## src/sv/tcd_pkg.sv

```systemverilog
// ----------------------------------------------------------------------------
// Track change detector package
// Shared widths, codes and types of the IoU track change detector.
// ----------------------------------------------------------------------------
package tcd_pkg;

    localparam int MAX_OBJECTS_DEF = 64;
    localparam int COORD_BITS_DEF  = 16;
    localparam int THR_W           = 17;
    localparam int KEY_W           = 40;
    localparam logic [THR_W-1:0] THR_RESET = 17'd32768;

    typedef enum logic [1:0] {
        CMD_ENTRY     = 2'd0,
        CMD_ENTRY_END = 2'd1,
        CMD_END       = 2'd2,
        CMD_CLEAR     = 2'd3
    } cmd_t;

    typedef enum logic [2:0] {
        ST_IDLE,
        ST_SCAN,
        ST_AREA,
        ST_PROD,
        ST_WRITE,
        ST_FINISH,
        ST_RESULT
    } state_t;

endpackage

```

## src/sv/tcd_front.sv

```systemverilog
// ----------------------------------------------------------------------------
// Track change detector front end
// Accepts input requests, drops untracked entries and forms the work word.
// ----------------------------------------------------------------------------
module tcd_front #(
    parameter int COORD_BITS = tcd_pkg::COORD_BITS_DEF,
    parameter int WW         = 2 + 1 + tcd_pkg::KEY_W + 4 * COORD_BITS
) (
    input  logic                    s_valid,
    output logic                    s_ready,
    input  logic [1:0]              cmd,
    input  logic [7:0]              class_code,
    input  logic [31:0]             obj_id,
    input  logic [4*COORD_BITS-1:0] box,
    output logic                    q_valid,
    input  logic                    q_ready,
    output logic [WW-1:0]           q_data
);

    logic has_entry;

    // An entry is kept only when it carries a track identity.
    assign has_entry = ((cmd == tcd_pkg::CMD_ENTRY) || (cmd == tcd_pkg::CMD_ENTRY_END))
                       && (obj_id != 32'd0);
    assign s_ready = q_ready;
    assign q_valid = s_valid && !((cmd == tcd_pkg::CMD_ENTRY) && !has_entry);
    assign q_data  = {box, class_code, obj_id, has_entry, cmd};

endmodule

```

## config.mk

```make
export PLATFORM = sky130hd
export DESIGN_NAME = tcd_front
export DESIGN_NICKNAME = d
export VERILOG_FILES = /design/src/sv/tcd_pkg.sv /design/src/sv/tcd_front.sv
export SDC_FILE = /design/constraint.sdc
export NUM_CORES = 1
export LEC_CHECK = 0
export BUFFER_PORTS_ARGS = -buffer_cell sky130_fd_sc_hd__buf_2
export CORE_AREA = 2 2 84 86
export DETAILED_ROUTE_END_ITERATION = 6
export DIE_AREA = 0 0 86 88
export RECOVER_POWER = 100
export SETUP_SLACK_MARGIN = 0.05
export SLEW_MARGIN = 40
export SYNTH_ARGS = -nofsm -noshare
export SYNTH_HDL_FRONTEND = slang
export SYNTH_SLANG_ARGS = --single-unit
```

## constraint.sdc

```tcl
create_clock -name vclk -period 2.58
set_clock_uncertainty 0.2 [all_clocks]
set_input_delay 0.516 -clock vclk [all_inputs]
set_output_delay 0.516 -clock vclk [all_outputs]
set_load 0.03 [all_outputs]
```

* Word-level counts from Yosys, hierarchy flattened *
Index checks and enable logic that the tools add are counted.

word-level totals
  register bits after elaboration = 0
  input bits = 108
  output and inout port bits = 109
  word-level logic and storage cells = 9

cells by class
  equal/unequal tests = 1
  reductions and logical operators = 8

operator list
  cell                                                             count
  32-bit nonzero test                                              1
  1-bit logical AND                                                3
  2-bit by 1-bit == test with 1-bit output, second input constant  1
  1-bit logical NOT                                                2
  2-bit logical NOT                                                1
  1-bit logical OR                                                 1

* Depth between registers and ports, before layout *
  depth in word-level cells = 7
  gate-level depth with buffers = 4
  mapped depth without buffers = 3

* Worst setup path before layout *
No wires, ideal clock.

  path type = input to output
  start point = input obj_id[4]
  end point = output q_valid
  data arrival time = 1.316 ns
  data required time = 1.864 ns
  setup slack = 0.548 ns
  stages on the path = 3
  path buffers = 0
  cells stage by stage = nor4_1 > and4_1 > a31oi_1

between the ends
  longest elaborated chain between the ends = 6

RTL lines
  item                 line             text
  start: declaration   tcd_front.sv:13  input logic [31:0] obj_id,
  32-bit nonzero test  tcd_front.sv:24  && (obj_id != 32'd0);
  1-bit logical AND    tcd_front.sv:24
  1-bit logical NOT    tcd_front.sv:26  assign q_valid = s_valid && !((cmd == tcd_pkg::CMD_ENTRY) && !has_entry);
  1-bit logical AND    tcd_front.sv:26
  1-bit logical NOT    tcd_front.sv:26
  1-bit logical AND    tcd_front.sv:26
  end: declaration     tcd_front.sv:15  output logic q_valid,

Every way passes these cells.

* Final worst setup path *
  start point = input obj_id[25]
  end point = output q_valid

The elaborated chain is that of the path after synthesis.

==> flow_metrics.env <==
export IMPL_wire_per_inst_um=13.0
export IMPL_postCtsHoldBufs=0
export IMPL_ys_warn_count=0
export IMPL_gr_total_overflow=0
export IMPL_netlist_top_cells_area="buf_4 90%, nor4_1 5.6%, and4_1 2.0%"
export IMPL_ys_types=7
export IMPL_worstHoldStart="class_code[0]"
export IMPL_fill_cells=789
export IMPL_antenna_found_initial=0
export IMPL_finalWirelength_um=2150
export IMPL_num_antenna_cells=0
export IMPL_fin_ws_ns=0.295
export IMPL_rsz0062_at_grt="false"
export IMPL_hold_depth=0
export IMPL_synth_nets=230
export IMPL_setup_viol=0
export IMPL_place_gp_congestion=0.562
export IMPL_dieArea_um2=7570
export IMPL_post_route_min_period_ns=2.28
export IMPL_flops_and_latches=0
export IMPL_dp_slack_ns=0.207
export IMPL_pin_count=217
export IMPL_rows=30
export IMPL_post_dp_hpwl_um=1930
export IMPL_finalCritPeriodShare_pct=88.5
export IMPL_via_per_inst=3.19
export IMPL_grt_pass1_vias=438
export IMPL_hold_end="q_data[35]"
export IMPL_portBuffers=71
export IMPL_cts_setup_buffers=0
export IMPL_final_nets=195
export IMPL_worst_slew_pin_slew_ns=0.401
export IMPL_die_h_um=88
export IMPL_arrival_ns=1.57
export IMPL_tns_ns=0
export IMPL_drt_first_pass_iters=2
export IMPL_cap_violations=0
export IMPL_syn_inst=122
export IMPL_areaGrowthSynthToFinish_pct=-44.4
export IMPL_hold_viol=0
export IMPL_initial_core_util_pct=13.5
export IMPL_fmax_mhz=438
export IMPL_endpoint_kind="output port"
export IMPL_via_count=527
export IMPL_syn_area_um2=897
export IMPL_grt_pass1_wl_um=2450
export IMPL_syn_avg_cell_area_um2=7.35
export IMPL_status="finished, final reports clean"
export IMPL_critPathMaxFanout=2
export IMPL_synth_top_area_share_pct=90.4
export IMPL_path_class="in2out"
export IMPL_ant_nets=0
export IMPL_cts_resized=0
export IMPL_ir_drop_uv=29.2
export IMPL_final_core_util_pct=7.51
export IMPL_drc=0
export IMPL_crit_required_ns=1.86
export IMPL_synth_common_cells="108 x buf_4, 8 x nor4_1, 2 x and4_1"
export IMPL_ff_latch_area_um2=0
export IMPL_drv_slew=0
export IMPL_totalPowerFinal_uw=119
export IMPL_clkbuf_count=0
export IMPL_cp_start_kind="primary input"
export IMPL_track_usage_pct=4.26
export IMPL_core_area_um2=6640
export IMPL_power_density_nw_per_um2=238
export IMPL_max_slew_margin_rel_pct=73.4
export IMPL_dieWidth_um=86
export IMPL_yosysTopAreaCell="buf_4"
export IMPL_synth_most_common_cell="buf_4"
export IMPL_min_path_type="in2out"
export IMPL_drive_gt1_share_pct=43.5
export IMPL_power_leakage_nw=0.207
export IMPL_yosysSeqAreaShare_pct=0
export IMPL_first_iter_violations=5
export IMPL_grt_max_degree=4
[worst max-delay path by stage]
stage | from | endpoint | cells after the start | slack [ns]
2_1_floorplan | obj_id[4] | q_valid | 3 | 0.55
3_3_place_gp | obj_id[25] | q_valid | 5 | 0.24
3_5_place_dp | obj_id[25] | q_valid | 5 | 0.21
4_1_cts | obj_id[25] | q_valid | 5 | 0.21
5_1_grt | obj_id[25] | q_valid | 5 | 0.15
6_report | obj_id[25] | q_valid | 5 | 0.30
[placed cells by master (no fill, tap or decap)]
cell,n
a21oi_1,1
a31oi_1,1
and4_1,2
buf_2,35
clkbuf_1,34
clkbuf_2,2
inv_1,1
nor2_1,1
nor4_1,8
[cells by family after synthesis]
group           after synthesis  synth area share, %
buf+inv                     109                 90.8
simple gates                 11                 7.95
compound gates                2                 1.26
[worst max-delay path, cell delays in order]
cell	delay [ns]
buf_2	0.11
nor4_1	0.39
and4_1	0.28
a31oi_1	0.09
clkbuf_2	0.19
[power by group]
group          internal [mW]  leakage [nW]  switching (mW)
sequential                 0             0               0
combinational         0.0326         0.207          0.0862
clock                      0             0               0
total                 0.0326         0.207          0.0862
[cell type report]
| cell class | count | area, um2 | share of cell area [%] |
|---|---|---|---|
| inverter | 1 | 3.75 | 0.752 |
| tap | 80 | 100 | 20.1 |
| timing repair buffer | 71 | 313 | 62.7 |
| multi-input combinational | 13 | 82.6 | 16.5 |
[routing by layer]
| metal | GRT usage [%] | vias to the layer above | share of wire [%] |
|---|---|---|---|
| met4 | 6.35 | 0 | 14 |
| li1 | - | 209 | - |
| met3 | 3.30 | 48 | 24 |
| met2 | 6.77 | 70 | 41 |
| met5 | 0 | - | 0 |
| met1 | 2.40 | 200 | 20 |
[stage by stage]
stage	cells	area, um2	hold WS, ns
4_1_cts	165	542	0.832
3_5_place_dp	165	542	0.832
6_report	165	499	0.832
3_3_place_gp	165	542	0.832
2_1_floorplan	122	897	0.964
5_1_grt	165	499	0.832
No activity file was read; power rests on OpenSTA's default activity.
