File: src/sv/tcd_queue.sv
// ----------------------------------------------------------------------------
// Track change detector request queue
// Two-entry queue that decouples the front classifier from the back engine.
// ----------------------------------------------------------------------------
module tcd_queue #(
    parameter int WIDTH = 8
) (
    input  logic             aclk,
    input  logic             aresetn,
    input  logic             in_valid,
    output logic             in_ready,
    input  logic [WIDTH-1:0] in_data,
    output logic             out_valid,
    input  logic             out_ready,
    output logic [WIDTH-1:0] out_data
);

    logic [WIDTH-1:0] mem_reg [2];
    logic             wp_reg;
    logic             rp_reg;
    logic [1:0]       cnt_reg;
    logic             push;
    logic             pop;

    assign in_ready  = (cnt_reg != 2'd2);
    assign out_valid = (cnt_reg != 2'd0);
    assign out_data  = mem_reg[rp_reg];
    assign push      = in_valid && in_ready;
    assign pop       = out_valid && out_ready;

    always_ff @(posedge aclk) begin
        if (!aresetn) begin
            wp_reg  <= 1'b0;
            rp_reg  <= 1'b0;
            cnt_reg <= 2'd0;
        end else begin
            if (push) begin
                wp_reg <= ~wp_reg;
            end
            if (pop) begin
                rp_reg <= ~rp_reg;
            end
            cnt_reg <= cnt_reg + {1'b0, push} - {1'b0, pop};
        end
    end

    always_ff @(posedge aclk) begin
        if (push) begin
            mem_reg[wp_reg] <= in_data;
        end
    end

endmodule

File: config.mk
export PLATFORM = sky130hd
export DESIGN_NAME = tcd_queue
export DESIGN_NICKNAME = d
export VERILOG_FILES = /design/src/sv/tcd_queue.sv
export SDC_FILE = /design/constraint.sdc
export NUM_CORES = 1
export LEC_CHECK = 0
export ABC_AREA = 1
export BUFFER_PORTS_ARGS = -buffer_cell sky130_fd_sc_hd__buf_2
export CORE_ASPECT_RATIO = 0.6
export CORE_MARGIN = 2
export CORE_UTILIZATION = 30
export CTS_BUF_LIST = sky130_fd_sc_hd__clkbuf_2 sky130_fd_sc_hd__clkbuf_4 sky130_fd_sc_hd__clkbuf_8
export CTS_CLUSTER_SIZE = 30
export DETAILED_ROUTE_END_ITERATION = 7
export GPL_ROUTABILITY_DRIVEN = 0
export PLACE_DENSITY_LB_ADDON = 0.05
export SYNTH_ARGS = -nofsm -noshare
export SYNTH_HDL_FRONTEND = slang
export SYNTH_SLANG_ARGS = --single-unit
export TNS_END_PERCENT = 5
File: constraint.sdc
create_clock -name aclk -period 1.9 [get_ports aclk]
set_input_delay 0.19 -clock aclk [delete_from_list [all_inputs] [get_ports aclk]]
set_output_delay 0.19 -clock aclk [all_outputs]
set_load 0.01 [all_outputs]
# Word level (Yosys, flattened, before mapping)
# Memories as Yosys holds them, arrays and structs flattened. A register that Yosys moved wholly into a read port is not among the register bits.
# Index checks and enable logic that the tools add are counted.
[op_classes]
n_reduce_logical = 3
n_mux = 4
bitwise = 2
n_eq_ne = 1
addsub = 2
[op_table]
columns = ["operator", "count"]
rows = [
  ["$mux 1", 4],
  ["$add 2x1->2", 1],
  ["$logic_and 1x1->1", 2],
  ["$ne 2x2->1 const B", 1],
  ["$not 1->1", 2],
  ["$reduce_bool 2->1", 1],
  ["$sub 2x1->2", 1],
]
[totals]
in_bits = 12
wordCells = 16
ram_bits = 16
n_memories = 1
regBits = 4
output_inout_bits = 10
[mem_list]
columns = ["memory", "depth", "word_bits", "read_ports", "rd_clocked_by_memory_dff", "write_ports", "line", "source"]
rows = [
  ["mem_reg", 2, 8, 1, 1, 1, "18", "logic [WIDTH-1:0] mem_reg [2];"],
]

# Logic depth before layout (Yosys ltp)
# Gate-level depths: netlist of the first run.
[logic_depth]
ltp_word = 4
depth_mapped = 11
mapped_depth_nobuf = 11

# Least setup slack after synthesis of the first run
# Ideal clock, no wire load.
[synth_path]
path_kind = "register to register"
startpoint = "reg cnt_reg[0]"
endpoint = "reg cnt_reg[1]"
synth_period_minus_slack_ns = 1.449
arrival_time_ns = 1.334
setup_slack_ns = 0.451
setup_time_ns = 0.115
required_ns = 1.785
path_buffers = 0
stages_incl_launch_ff = 11
cell_sequence = "dfxtp_1 > inv_1 > nand2_2 > nand2_1 > ha_1 > inv_1 > ha_1 > inv_1 > nand2_1 > a21oi_1 > nor2_1"
[synth_via]
elab_chain_cells = 4
elab_cells_between_ends = 6
classes_between = "2 x add/sub; 1 x eq/ne; 3 x reduce/logical"
[synth_lines]
columns = ["element", "line", "source"]
rows = [
  ["start, declared", "21", "logic [1:0] cnt_reg;"],
  ["start signal, assigned", "43", "cnt_reg <= cnt_reg + {1'b0, push} - {1'b0, pop};"],
  ["$ne 2x2->1", "25", "assign in_ready = (cnt_reg != 2'd2);"],
  ["via in_ready", "11", "output logic in_ready,"],
  ["$logic_and 1x1->1", "28", "assign push = in_valid && in_ready;"],
  ["$add 2x1->2", "43", ""],
  ["$sub 2x1->2", "43", ""],
]
# The timed path passes the listed nets, and every way through them passes these cells.
# A chain may end at the register's enable or synchronous reset.

==> impl_metrics.env, run 1 <==
export IMPL_setup_viol=0
export IMPL_p_total_mw=1.38
export IMPL_fin_util_pct=37.8
export IMPL_fill_cells=268
export IMPL_ys_warn_count=0
export IMPL_numCtsBuffers=3
export IMPL_worst_slew_pin_slew_ns=0.521
export IMPL_rr_worst_depth=10
export IMPL_synth_area_um2=872
export IMPL_powerDensity_nw_per_um2=1300
export IMPL_r2r_slack_ns=0.35
export IMPL_cts_resized=0
export IMPL_crit_path_max_incr_delay_ns=0.65
export IMPL_antenna_found_initial=0
export IMPL_area_growth_pct=22.1
export IMPL_cts_tree="yes"
export IMPL_syn_mean_instance_area_um2=14.3
export IMPL_cts_hold_buffers=0
export IMPL_worstPathMaxFanout=8
export IMPL_drtAntennaViolNets=0
export IMPL_port_buffers=21
export IMPL_synth_top_family_by_area="multiplexers"
export IMPL_cp_buffers_inverters=1
export IMPL_vdd_drop_max_uv=595
export IMPL_slew_viol_final=0
export IMPL_cts_setup_buffers=0
export IMPL_final_cell_area_um2=1060
export IMPL_critPathLaunchType="flip-flop"
export IMPL_synth_ff_latch_count=21
export IMPL_syn_nets=75
export IMPL_grt_pass1_vias=456
export IMPL_layout_commonest_cell="buf_2"
export IMPL_crit_arrival_ns=1.39
export IMPL_dp_hpwl_um=1010
export IMPL_r2r_start="cnt_reg[0]$_SDFF_PN0_"
export IMPL_hold_path_end="mem_reg[1][2]$_DFFE_PP_"
export IMPL_dieArea_um2=3370
export IMPL_place_area_um2=1020
export IMPL_syn_inst=61
export IMPL_die_h_um=45.8
export IMPL_nets=101
export IMPL_grt_start_max_net_pins=12
export IMPL_rsz0062_at_grt="false"
export IMPL_final_cell_mix="buf_2, edfxtp_1, mux2_4"
export IMPL_setup_ws_ns=0.323
export IMPL_insertion_delay_ns=0.25
export IMPL_synth_fa_ha_area_share_pct=2.87
export IMPL_pin_count=22
export IMPL_grt_pass1_wl_um=2060
export IMPL_clock_skew_ns=0.00356
export IMPL_grt_usage_pct=9.05
export IMPL_synthDistinctLibCells=14
export IMPL_synthSimpleGateAreaFrac_pct=11.3
export IMPL_synth_xor_area_share_pct=0
export IMPL_cp_end_kind="output pin"
export IMPL_min_path_cells=1
export IMPL_cp_required_ns=1.71
export IMPL_htreeDepth=1
export IMPL_vias_per_cell=4.04
export IMPL_ys_seq_area_share_pct=66.6
export IMPL_hold_path_startpoint="in_data[2]"
export IMPL_clk_pin_slew_ns=0.07
export IMPL_fmax_mhz=634
export IMPL_hold_violations=0
export IMPL_design_core_area_um2=2820
export IMPL_regToRegEndpoint="cnt_reg[1]$_SDFF_PN0_"
export IMPL_wl_per_cell_um=10.8
export IMPL_synth_compound_area_share_pct=1.15
export IMPL_place_ws_ns=0.370
export IMPL_min_period_ns=1.58
export IMPL_slew_limit_headroom_pct=65.2
export IMPL_num_vias=485
export IMPL_cp_cell_sequence="mux2_4, buf_2"
export IMPL_drtIter0Drc=3
export IMPL_gr_total_overflow=0
export IMPL_slowest_stage="dfxtp_1"
export IMPL_fin_crit_sh_pct=83.0
export IMPL_drive_above_1_share_pct=45.3
export IMPL_setup_tns_ns=0
export IMPL_max_cap_viol_count=0
export IMPL_status="finished clean"
export IMPL_start_util_pct=31.0
export IMPL_wl_um=1300
export IMPL_num_rows=15
export IMPL_crit_type="reg2out"
export IMPL_drc=0
export IMPL_drtPass1Iterations=2
export IMPL_antenna_cells=0
export IMPL_p_leak_nw=0.464
export IMPL_critical_path_top_delay_family="flip-flops"
export IMPL_largest_reg_flops=16
export IMPL_hold_path_class="in2reg"
export IMPL_cts_root_buf="clkbuf_8"
export IMPL_die_w_um=73.6
export IMPL_cts_num_sinks=21
export IMPL_clk_path_buf_depth=2
export IMPL_muxShareOfSynthArea_pct=13.8
logic make-up (layout without fill, tap and decap cells):
| group | Yosys count | count (layout) |
|---|---|---|
| flip-flops | 21 | 21 |
| AO/OA/AOI/OAI | 2 | 2 |
| multiplexers | 8 | 8 |
| buffers and inverters | 8 | 33 |
| adder cells (fa/ha/maj) | 2 | 2 |
| AND/OR/NAND/NOR | 20 | 20 |
power by group:
group,switching [mW],internal [mW]
Combinational,0.219,0.217
Clock,0.126,0.163
Sequential,0.0673,0.589
Total,0.412,0.969
worst max path at each step:
stage,end,from,slack (ns),depth (start not counted)
floorplan,cnt_reg[1]$_SDFF_PN0_,cnt_reg[0]$_SDFF_PN0_,0.45,10
global placement,cnt_reg[1]$_SDFF_PN0_,cnt_reg[0]$_SDFF_PN0_,0.35,10
detailed placement,cnt_reg[1]$_SDFF_PN0_,cnt_reg[0]$_SDFF_PN0_,0.37,10
CTS,out_data[2],flip-flop,0.29,2
global route,cnt_reg[1]$_SDFF_PN0_,cnt_reg[0]$_SDFF_PN0_,0.19,10
finish,out_data[2],flip-flop,0.32,2
cells in the mapped netlist:
| cell | n | area, um^2 |
|---|---|---|
| nand3_1 | 2 | 10.0 |
| nand2_1 | 7 | 26.3 |
| nor2_1 | 6 | 22.5 |
| nor2_2 | 1 | 6.26 |
| nand2_2 | 2 | 12.5 |
| buf_6 | 1 | 11.3 |
| a21oi_1 | 2 | 10.0 |
| inv_1 | 7 | 26.3 |
| nand3_2 | 1 | 10.0 |
| ha_1 | 2 | 25.0 |
| nor2_4 | 1 | 11.3 |
| dfxtp_1 | 5 | 100 |
| edfxtp_1 | 16 | 480 |
| mux2_4 | 8 | 120 |
layer usage:
layer / track usage, % / vias up / part of all wire (%) / wire length, um
li1: - / 258 / - / -
met1: 10.6 / 212 / 50 / 653
met2: 14.8 / 13 / 43 / 555
met3: 4.87 / 2 / 6.1 / 79
met4: 2.18 / 0 / 0.69 / 9
met5: 0 / - / 0 / 0
final cells by class:
| type | instances | area (um^2) | area share (%) |
|---|---|---|---|
| Clock buffer | 4 | 48.8 | 4.58 |
| Inverter | 7 | 26.3 | 2.47 |
| Multi-Input combinational cell | 32 | 254 | 23.9 |
| Sequential cell | 21 | 581 | 54.5 |
| Tap cell | 34 | 42.5 | 4.00 |
| Timing Repair Buffer | 22 | 113 | 10.6 |
stage by stage:
stage               hold WS (ns)  std cells
floorplan                  0.283         61
detailed placement         0.381        116
CTS                        0.112        120
global route               0.113        120
finish                     0.122        120
global placement           0.379        116
(Power assumes the default switching activity.)
==> run 2: changes to the inputs <==
Clock period 1.9 ns to 1.4 ns, I/O delays scaled along.
==> run 2 against run 1 <==
- worst hold slack lost 0.052 ns
- via count grew 12%
- register-to-register slack lost 0.32 ns
- routed wire length grew 12%
- cell count grew 10%
- clock skew grew 0.0013 ns
- core utilization grew 6.1 points
- power grew 63%
- clock power grew 38%
- critical endpoint is now cnt_reg[1]$_SDFF_PN0_
==> impl_metrics.env, run 2 (synthesis results as in run 1) <==
export IMPL_setup_viol=0
export IMPL_drtIter0Drc=10
export IMPL_drive_above_1_share_pct=65.3
export IMPL_gr_total_overflow=0
export IMPL_grt_usage_pct=9.61
export IMPL_cts_hold_buffers=0
export IMPL_die_h_um=45.8
export IMPL_place_inst=124
export IMPL_internal_power_mw=1.56
export IMPL_cts_num_sinks=21
export IMPL_dieArea_um2=3370
export IMPL_whs_ns=0.0697
export IMPL_min_period_ns=1.37
export IMPL_hold_violations=0
export IMPL_numCtsBuffers=3
export IMPL_fin_crit_sh_pct=98.0
export IMPL_drc=0
export IMPL_fill_cells=277
export IMPL_cp_required_ns=1.55
export IMPL_design_core_area_um2=2820
export IMPL_hold_path_class="in2reg"
export IMPL_slew_viol_final=0
export IMPL_clk_path_buf_depth=2
export IMPL_largest_reg_flops=16
export IMPL_pin_count=22
export IMPL_layout_commonest_cell="buf_2"
export IMPL_final_cell_area_um2=1240
export IMPL_critPathLaunchType="flip-flop"
export IMPL_instances_no_fill=132
export IMPL_start_util_pct=31.0
export IMPL_swShare_pct=30.7
export IMPL_wl_um=1450
export IMPL_wl_per_cell_um=11.0
export IMPL_cts_tree="yes"
export IMPL_fin_util_pct=44.0
export IMPL_grt_pass1_wl_um=2260
export IMPL_area_growth_pct=41.9
export IMPL_die_w_um=73.6
export IMPL_crit_type="reg2reg"
export IMPL_cts_root_buf="clkbuf_8"
export IMPL_drtAntennaViolNets=0
export IMPL_htreeDepth=1
export IMPL_num_rows=15
export IMPL_final_cell_mix="buf_2, edfxtp_1, buf_4"
export IMPL_combPwrFrac_pct=43.0
export IMPL_antenna_found_initial=0
export IMPL_p_leak_nw=0.534
export IMPL_rsz0062_at_grt="true"
export IMPL_num_vias=545
export IMPL_clk_pin_slew_ns=0.07
export IMPL_drtPass1Iterations=3
export IMPL_worstPathMaxFanout=3
export IMPL_fmax_mhz=729
export IMPL_antenna_cells=0
export IMPL_port_buffers=21
export IMPL_vdd_drop_max_uv=691
export IMPL_grt_start_max_net_pins=12
export IMPL_grt_pass1_vias=504
export IMPL_seq_power_share_pct=39.3
export IMPL_status="finished clean"
export IMPL_p_total_mw=2.26
export IMPL_max_cap_viol_count=0
export IMPL_place_area_um2=1100
export IMPL_powerDensity_nw_per_um2=1820
export IMPL_dp_hpwl_um=1040
export IMPL_insertion_delay_ns=0.25
export IMPL_cp_end_kind="flip-flop"
export IMPL_slew_limit_headroom_pct=90.7
export IMPL_clock_skew_ns=0.00484
export IMPL_vias_per_cell=4.13
export IMPL_crit_arrival_ns=1.53
export IMPL_p_switching_mw=0.694
export IMPL_nets=113
export IMPL_worst_slew_pin_slew_ns=0.139
export IMPL_pwr_share_clk_pct=17.7
-- run 2: final cells by class --
class | count | area [um^2] | share of cell area, %
Sequential cell | 21 | 586 | 47.3
Clock buffer | 4 | 48.8 | 3.94
Tap cell | 34 | 42.5 | 3.44
Inverter | 7 | 28.8 | 2.33
Multi-Input combinational cell | 32 | 313 | 25.3
Timing Repair Buffer | 34 | 219 | 17.7
-- run 2: final timing paths --
path	from	end	slack, ns	cells after the start
worst min-delay path	in_data[5]	mem_reg[1][5]$_DFFE_PP_	0.07	1
worst max register to register	cnt_reg[0]$_SDFF_PN0_	cnt_reg[1]$_SDFF_PN0_	0.03	10
worst min register to register	rp_reg$_SDFFE_PN0P_	flip-flop	0.52	2
worst max-delay path	cnt_reg[0]$_SDFF_PN0_	cnt_reg[1]$_SDFF_PN0_	0.03	10
-- run 2: metrics by stage --
step,TNS [ns],setup slack [ns]
floorplan,0,0.00986
global placement,-0.0212,-0.0212
finish,0,0.0286
global route,-0.0571,-0.0571
detailed placement,-0.0531,-0.0531
CTS,0,0.00125
-- run 2: critical path: stages, from the launching register on --
cell and delay (ns):
dfxtp_4 0.38, inv_4 0.04, nand2_4 0.06, nand2_4 0.06
ha_4 0.25, inv_2 0.04, ha_4 0.15, inv_2 0.04
nand2_2 0.07, a21oi_2 0.13, nor2_1 0.05
-- run 2: power by group through the flow --
stage	Combinational, mW	Clock (mW)	Sequential, mW
2_1_floorplan	0.483	0	0.869
5_1_grt	1.07	0.447	0.899
3_5_place_dp	0.782	0	0.881
4_1_cts	0.839	0.421	0.883
6_report	0.970	0.400	0.887
3_3_place_gp	0.787	0	0.879
-- run 2: routing by layer --
layer / up-vias / part of all wire (%) / GRT usage, %
met5: - / 0 / 0
met4: 0 / 0 / 2.18
met3: 0 / 6.6 / 5.31
met2: 13 / 46 / 14.1
met1: 247 / 48 / 12.5
li1: 285 / - / -
-- run 2: timing repair --
action / CTS / global route
pin swaps: 3 / 5
setup endpoints to repair: 1 / 1
setup buffers: 2 / 2
hold endpoints to repair: 0 / 0
gates resized for setup: 4 / 12
